$ cat config.mk
export PLATFORM = sky130hd
export DESIGN_NAME = sprite_xor_framebuffer_unit
export DESIGN_NICKNAME = d
export VERILOG_FILES = /design/src/rtl/core/sxfb_pkg.sv /design/src/rtl/core/sxfb_lane.sv /design/src/rtl/core/sxfb_merge.sv /design/src/rtl/core/sprite_xor_framebuffer_unit.sv
export SDC_FILE = /design/constraint.sdc
export NUM_CORES = 2
export LEC_CHECK = 0
export ABC_CLOCK_PERIOD_IN_PS = 11020
export BUFFER_PORTS_ARGS = -buffer_cell sky130_fd_sc_hd__buf_2
export CORE_UTILIZATION = 63
export CTS_CLUSTER_DIAMETER = 30
export CTS_CLUSTER_SIZE = 24
export DETAILED_ROUTE_END_ITERATION = 6
export PLACE_DENSITY_LB_ADDON = 0.12
export SLEW_MARGIN = 15
export SYNTH_ARGS = -nofsm -noshare
export SYNTH_HDL_FRONTEND = slang
export SYNTH_SLANG_ARGS = --single-unit
$ cat constraint.sdc
create_clock -name clk -period 11.02 [get_ports clk]
set_input_delay 0.551 -clock clk [delete_from_list [all_inputs] [get_ports clk]]
set_output_delay 0.551 -clock clk [all_outputs]
set_load 0.05 [all_outputs]
$ cat src/rtl/core/sxfb_pkg.sv
package sxfb_pkg;

	// Default screen geometry
	localparam int DEF_WIDTH  = 64;
	localparam int DEF_HEIGHT = 32;

	// Field widths of the item and result channels
	localparam int KIND_W   = 2;
	localparam int X_W      = 6;
	localparam int Y_W      = 5;
	localparam int OFF_W    = 4;
	localparam int SPRITE_W = 8;
	localparam int PIX_W    = 64;

	// Target row: start row (below 32) plus row offset (below 16)
	localparam int TGT_W = 7;

	// Item kinds
	typedef enum logic [KIND_W-1:0] {
		KIND_CLEAR = 2'd0,
		KIND_DRAW  = 2'd1,
		KIND_SET   = 2'd2,
		KIND_READ  = 2'd3
	} kind_t;

	// Control broadcast to every column lane
	typedef struct packed {
		logic                draw_en;
		logic                set_en;
		logic [X_W-1:0]      col0;
		logic [X_W-1:0]      x;
		logic [SPRITE_W-1:0] sprite;
	} lane_ctl_t;

endpackage

$ cat src/rtl/core/sxfb_lane.sv
module sxfb_lane #(
	parameter int COL = 0
) (
	input  sxfb_pkg::lane_ctl_t ctl,
	input  logic                old_bit,
	output logic                new_bit,
	output logic                hit
);
	import sxfb_pkg::*;

	logic [X_W:0] diff;
	logic         in_win;
	logic         pix;

	// Locate this column inside the eight-pixel sprite window
	assign diff   = (X_W + 1)'(COL) - {1'b0, ctl.col0};
	assign in_win = !diff[X_W] && (diff[X_W-1:3] == '0);
	assign pix    = ctl.draw_en && in_win && ctl.sprite[~diff[2:0]];

	// XOR the sprite pixel in, light the pixel on a set, flag an erased lit pixel
	assign hit     = pix && old_bit;
	assign new_bit = (old_bit ^ pix) | (ctl.set_en && (ctl.x == X_W'(COL)));

endmodule

$ cat src/rtl/core/sxfb_merge.sv
module sxfb_merge #(
	parameter int WIDTH = sxfb_pkg::DEF_WIDTH
) (
	input  logic [WIDTH-1:0]           hit_vec,
	input  logic [WIDTH-1:0]           old_row,
	input  logic                       read_en,
	output logic                       hit_any,
	output logic [sxfb_pkg::PIX_W-1:0] pixels
);
	import sxfb_pkg::*;

	// Combine lane collisions and form the read word
	assign hit_any = |hit_vec;
	assign pixels  = read_en ? PIX_W'(old_row) : '0;

endmodule

$ cat src/rtl/core/sprite_xor_framebuffer_unit.sv
// One-bit framebuffer of SCREEN_WIDTH columns by SCREEN_HEIGHT rows with XOR
// sprite drawing. Each transaction on the input channel (clear frame, draw one
// sprite row, set one pixel, read one row) yields exactly one transaction on
// the output channel carrying the collision flag, sprite_done and row_pixels.
// The row is read from the single-port frame memory when an item is accepted
// and, for a draw or a set, written back when the item completes, where one
// lane per column computes the new pixel and the lane collisions are ORed
// together; the next item is taken once the last one has completed. A
// finished result sits in an output register, so a stall on the output only
// holds the block when a second result is ready before the first has left.
// Row valid bits drop on reset and on a clear-frame item, so no clearing pass
// is needed. Draw pixels beyond the right or bottom edge are dropped.
module sprite_xor_framebuffer_unit #(
	parameter int SCREEN_WIDTH  = sxfb_pkg::DEF_WIDTH,
	parameter int SCREEN_HEIGHT = sxfb_pkg::DEF_HEIGHT
) (
	input  logic                          clk,
	input  logic                          arst_n,
	input  logic                          in_valid,
	output logic                          in_stall,
	input  logic [sxfb_pkg::KIND_W-1:0]   kind,
	input  logic [sxfb_pkg::X_W-1:0]      x,
	input  logic [sxfb_pkg::Y_W-1:0]      y,
	input  logic [sxfb_pkg::OFF_W-1:0]    row_offset,
	input  logic [sxfb_pkg::SPRITE_W-1:0] sprite_row,
	input  logic                          last_row,
	output logic                          out_valid,
	input  logic                          out_stall,
	output logic                          collision,
	output logic                          sprite_done,
	output logic [sxfb_pkg::PIX_W-1:0]    row_pixels
);
	import sxfb_pkg::*;

	localparam int ROW_AW = $clog2(SCREEN_HEIGHT);

	logic                    accept;
	logic [X_W-1:0]          x_mod;
	logic [Y_W-1:0]          y_mod;
	logic [TGT_W-1:0]        tgt;
	logic                    tgt_ok;
	logic                    x_ok;

	logic                    valid_s1;
	kind_t                   kind_s1;
	logic [X_W-1:0]          col0_s1;
	logic [X_W-1:0]          x_s1;
	logic [ROW_AW-1:0]       addr_s1;
	logic                    ok_s1;
	logic                    set_ok_s1;
	logic [SPRITE_W-1:0]     sprite_s1;
	logic                    last_s1;
	logic                    off_zero_s1;
	logic [SCREEN_WIDTH-1:0] rd_s1;

	logic [SCREEN_WIDTH-1:0] frame_mem [SCREEN_HEIGHT];
	logic [SCREEN_HEIGHT-1:0] row_vld_q;
	logic                    flag_q;

	logic                    complete;
	logic [SCREEN_WIDTH-1:0] old_row;
	logic [SCREEN_WIDTH-1:0] new_row;
	logic [SCREEN_WIDTH-1:0] hit_vec;
	lane_ctl_t               ctl;
	logic                    read_en;
	logic                    wr_en;
	logic                    hit_any;
	logic [PIX_W-1:0]        pixels;
	logic                    flag_next;

	logic                    out_valid_q;
	logic                    collision_q;
	logic                    done_q;
	logic [PIX_W-1:0]        pixels_q;

	// Hold the input while an item is in the write stage
	assign in_stall = valid_s1;
	assign accept   = in_valid && !in_stall;

	// Wrap the start column and start row by repeated subtraction
	always_comb begin
		x_mod = x;
		y_mod = y;
		for (int i = 0; i < 8; i++) begin
			if ({1'b0, x_mod} >= (X_W + 1)'(SCREEN_WIDTH))
				x_mod = x_mod - X_W'(SCREEN_WIDTH);
			if ({2'b0, y_mod} >= (Y_W + 2)'(SCREEN_HEIGHT))
				y_mod = y_mod - Y_W'(SCREEN_HEIGHT);
		end
	end

	// Pick the target row and check it against the screen
	always_comb begin
		if (kind_t'(kind) == KIND_DRAW)
			tgt = TGT_W'(y_mod) + TGT_W'(row_offset);
		else
			tgt = TGT_W'(y);
		tgt_ok = tgt < TGT_W'(SCREEN_HEIGHT);
		x_ok   = {1'b0, x} < (X_W + 1)'(SCREEN_WIDTH);
	end

	// Stage 1 control
	always_ff @(posedge clk or negedge arst_n) begin
		if (!arst_n) begin
			valid_s1 <= 1'b0;
		end else if (accept) begin
			valid_s1 <= 1'b1;
		end else if (complete) begin
			valid_s1 <= 1'b0;
		end
	end

	// Stage 1 payload
	always_ff @(posedge clk) begin
		if (accept) begin
			kind_s1     <= kind_t'(kind);
			col0_s1     <= x_mod;
			x_s1        <= x;
			addr_s1     <= tgt[ROW_AW-1:0];
			ok_s1       <= tgt_ok;
			set_ok_s1   <= tgt_ok && x_ok;
			sprite_s1   <= sprite_row;
			last_s1     <= last_row;
			off_zero_s1 <= (row_offset == '0);
		end
	end

	// Frame memory read
	always_ff @(posedge clk) begin
		if (accept)
			rd_s1 <= frame_mem[tgt[ROW_AW-1:0]];
	end

	// Frame memory write
	always_ff @(posedge clk) begin
		if (wr_en)
			frame_mem[addr_s1] <= new_row;
	end

	// Finish the item once the output register is free
	assign complete = valid_s1 && (!out_valid_q || !out_stall);
	assign old_row  = row_vld_q[addr_s1] ? rd_s1 : '0;
	assign read_en  = (kind_s1 == KIND_READ) && ok_s1;

	always_comb begin
		ctl.draw_en = (kind_s1 == KIND_DRAW) && ok_s1;
		ctl.set_en  = (kind_s1 == KIND_SET) && set_ok_s1;
		ctl.col0    = col0_s1;
		ctl.x       = x_s1;
		ctl.sprite  = sprite_s1;
	end

	assign wr_en = complete && (ctl.draw_en || ctl.set_en);

	// One lane per column
	for (genvar g = 0; g < SCREEN_WIDTH; g++) begin : g_lane
		sxfb_lane #(
			.COL(g)
		) u_lane (
			.ctl    (ctl),
			.old_bit(old_row[g]),
			.new_bit(new_row[g]),
			.hit    (hit_vec[g])
		);
	end

	sxfb_merge #(
		.WIDTH(SCREEN_WIDTH)
	) u_merge (
		.hit_vec(hit_vec),
		.old_row(old_row),
		.read_en(read_en),
		.hit_any(hit_any),
		.pixels (pixels)
	);

	// Clear the flag at a new sprite, set it on an erased pixel
	always_comb begin
		flag_next = flag_q;
		if (kind_s1 == KIND_DRAW)
			flag_next = (flag_q && !off_zero_s1) || hit_any;
	end

	// Row valid bits and collision flag
	always_ff @(posedge clk or negedge arst_n) begin
		if (!arst_n) begin
			row_vld_q <= '0;
			flag_q    <= 1'b0;
		end else if (complete) begin
			flag_q <= flag_next;
			if (kind_s1 == KIND_CLEAR)
				row_vld_q <= '0;
			else if (wr_en)
				row_vld_q[addr_s1] <= 1'b1;
		end
	end

	// Output transaction control
	always_ff @(posedge clk or negedge arst_n) begin
		if (!arst_n) begin
			out_valid_q <= 1'b0;
		end else if (complete) begin
			out_valid_q <= 1'b1;
		end else if (!out_stall) begin
			out_valid_q <= 1'b0;
		end
	end

	// Output payload
	always_ff @(posedge clk) begin
		if (complete) begin
			collision_q <= flag_next;
			done_q      <= (kind_s1 == KIND_DRAW) && last_s1;
			pixels_q    <= pixels;
		end
	end

	assign out_valid   = out_valid_q;
	assign collision   = collision_q;
	assign sprite_done = done_q;
	assign row_pixels  = pixels_q;

endmodule

==> results by group <==
Status
  • Status: complete, no violations

Synthesis
  • Syn Inst Count: roughly 6300
  • Distinct cells, synth: 62
  • Post-synth ARST share: 0.0156
  • Most common cell in the synthesized netlist: edfxtp_1
  • Netlist Area Pre-Place: 89600 sq um
  • Post-synth EDFFs: 2202
  • Area share of the largest cell type after synthesis: 0.738
  • Post-synthesis sequential area ratio: 0.748
  • Top cells by area, synth: edfxtp_1 (74%), nand2_1 (6.7%), nand3_1 (3.0%)
  • Synth cell count leaders: edfxtp_1 (2202), nand2_1 (1611), nand3_1 (533)
  • Synth Register Bits: 2237
  • Synth warn: 0
  • Most used DFF post-synth: edfxtp_1
  • Syn nets: 6445
  • Mean post-synth cell area: 14.2 sq um
  • Area leader, netlist: edfxtp_1

Die
  • Initial core utilization: 0.634
  • Core ar.: approximately 140000 sq um
  • Total die area: approximately 140000 sq um
  • Chip Height: between 300 and 400 um
  • IO Pins: 98
  • Num rows: 138
  • Die width: 379 um

CTS
  • CTS max path bufs: 4
  • Number of H-tree levels: 5
  • Hold-fix buffers, CTS: 23
  • Postcts setup bufs: 0
  • TritonCTS clock tree: yes
  • Root Driver: clkbuf_16
  • CTS clk-pin slew, worst paths: 50 ps
  • Post-CTS sizing: 0
  • TritonCTS Buffers: ~400
  • Sink Count: 2237
  • Worst skew pair latency: just under 1000 ps

Timing
  • Max Freq: between 150 and 200 MHz
  • Fin crit share: 0.487
  • Final hold vios: 0
  • Worst slew pin tran: 1300 ps
  • RSZ-0062 raised after global routing: no
  • Fin crit period: 5370 ps
  • Max-slew violation count: 0
  • Final setup vio count: 0
  • Max-slew headroom: 0.132
  • Setup TNS: 0 ps
  • Final Skew: 89.9 ps

Route
  • Post-route DRC: 0
  • DR vias/cell: 6.69
  • DR iter-0 viols: 8908
  • Final WL: 278 mm
  • WL/cell: 31.5 um
  • Routed Antenna Nets: 0
  • Vias: ~59000
  • DRT Pass-1 Iters: 6

Setup path
  • CP Data Arrival Time: 6150 ps
  • Crit path capture type: flip-flop
  • Worst Path Max Fanout: around 160
  • CP most frequent cell: buf_4
  • Critical path launch point type: input pin
  • Crit Path Class: input pin to flip-flop
  • FF-to-FF path depth: 8
  • Worst endpoint required time: between 10000 and 15000 ps
  • CP max-delay cell: buf_4
  • Crit-path cells: dlygate4sd3_1 -> buf_2 -> nand2b_1 -> a21oi_4 -> buf_4 -> buf_12 -> buf_4 -> buf_4 -> nand2_1 -> a32oi_1 -> a31oi_1 -> nor4_1
  • Crit-path max cell delay: 900 ps

Global routing
  • Vias in the first global route: between 50000 and 60000
  • Total global-route track usage: 0.387
  • First-pass GRT wire length: 393 mm
  • Initial antenna violation count: 17
  • Largest net degree at the start of global routing: 187
  • Grt ovf: 0

Hold path
  • Hold Path Stages: 3
  • HP Class: input pin to flip-flop

Placement
  • I/O Buffers: 97
  • Gp weighted congestion: 1.06
  • Dpl hpwl: about 140 mm

Finish
  • Core Util, Final: 0.753
  • Layout cell share with drive strength beyond 1: 0.144
  • Register area: between 60000 and 70000 sq um
  • Layout area overhead: 18.8%
  • Footprint of the multi-input gates: 21500 sq um
  • # nets final: 6716
  • FILL cells: a little over 8000

Pwr
  • Maximum vdd drop: between 0.15 and 0.2 mV
  • Clock power frac: 0.487
  • Combinational share of power: 0.108
  • Pint: 0.0189 W
  • Sw Share: 0.255
  • PwrDens: 239 nW/um^2
  • Psw: ~0.0065 W
  • Leakage: 37.9 nW
  • Sequential share of power: 0.405

Flow run
  • Max-Cap Viols: 0
==> layer usage <==
metal | part of all wire | vias to the layer above | global-route usage | wire (um)
met5 | 0.00022 | - | 0 | 62
met4 | 0.051 | 10 | 0.185 | 14200
met3 | 0.13 | 823 | 0.0862 | 35500
met2 | 0.46 | 4561 | 0.591 | 127000
met1 | 0.36 | 29100 | 0.533 | 101000
li1 | - | 24500 | - | -
==> through the flow <==
step | hold WS [ps] | setup slack [ps] | instances | power [W] | area [sq um]
3_5_place_dp | 478 | 5240 | 8057 | 0.0131 | 92400
5_1_grt | 128 | 5500 | 8799 | 0.0260 | 106000
3_3_place_gp | 468 | 5340 | 8057 | 0.0130 | 92400
6_report | 132 | 5650 | 8813 | 0.0254 | 106000
2_1_floorplan | 255 | 2830 | 6325 | 0.0120 | 89600
4_1_cts | 69.3 | 5760 | 8798 | 0.0253 | 106000
==> placed cells by master (no fill, tap or decap), drive strengths merged, types with 27 or more instances in the layout <==
master	count
a21oi	32
a31oi	262
a32oi	257
and2	131
buf	231
bufinv	62
clkbuf	434
clkinv	159
clkinvlp	27
dfrtp	35
edfxtp	2202
ha	89
inv	58
mux2i	264
nand2	1611
nand3	533
nor2	97
nor4	85
o21a	32
o21bai	46
xnor2	47
==> area by class of cell <==
cell class	count	share of cell area
well taps	1890	0.0222
inverters	22	0.000870
flip-flops and latches	2237	0.630
clock inverters	284	0.0310
repair buffers	254	0.0171
multi-input cells	3677	0.202
clock buffers	434	0.0970
diodes	15	0.000353
==> worst max-delay path, delay by kind of cell <==
family                 cells  cell delay [ps]
buffers and inverters      6             3660
AO/OA/AOI/OAI              3              700
AND/OR/NAND/NOR            3              750
==> registers in the layout (all words and copies together), names as in the netlist, 2 cells and up <==
name	count
row_vld_q	32
frame_mem	2048
addr_s1	5
sprite_s1	8
kind_s1	2
row_pixels	64
rd_s1	64
x_s1	6
==> power by group through the flow <==
stage | Clock, W | Combinational, W | Sequential, W
after floorplan | 0 | 0.00141 | 0.0106
after global placement | 0 | 0.00261 | 0.0104
after detailed placement | 0 | 0.00264 | 0.0104
after CTS | 0.0124 | 0.00267 | 0.0103
after global routing | 0.0128 | 0.00286 | 0.0103
final | 0.0124 | 0.00274 | 0.0103
==> cell families after synthesis <==
group | count (synthesis) | synth area share
AND/OR/NAND/NOR | 2562 | 0.124
flip-flops | 2237 | 0.748
AO/OA/AOI/OAI | 693 | 0.0570
buffers and inverters | 411 | 0.0195
multiplexers | 282 | 0.0339
adder cells (fa/ha/maj) | 90 | 0.0127
XOR/XNOR | 50 | 0.00489
==> path summary, 6_finish.rpt <==
check                                    from                 to  slack (ps)
worst max-delay path                  kind[1]          rd_s1[50]        5650
worst min-delay path                     y[3]         addr_s1[3]         130
worst max register to register       in_stall  frame_mem[31][37]        5660
worst min register to register  row_vld_q[31]      row_vld_q[31]         490
max in group asynchronous              arst_n             flag_q       10000
min in group asynchronous              arst_n       row_vld_q[6]         410
Note: power is estimated with default switching activity, not from simulation.
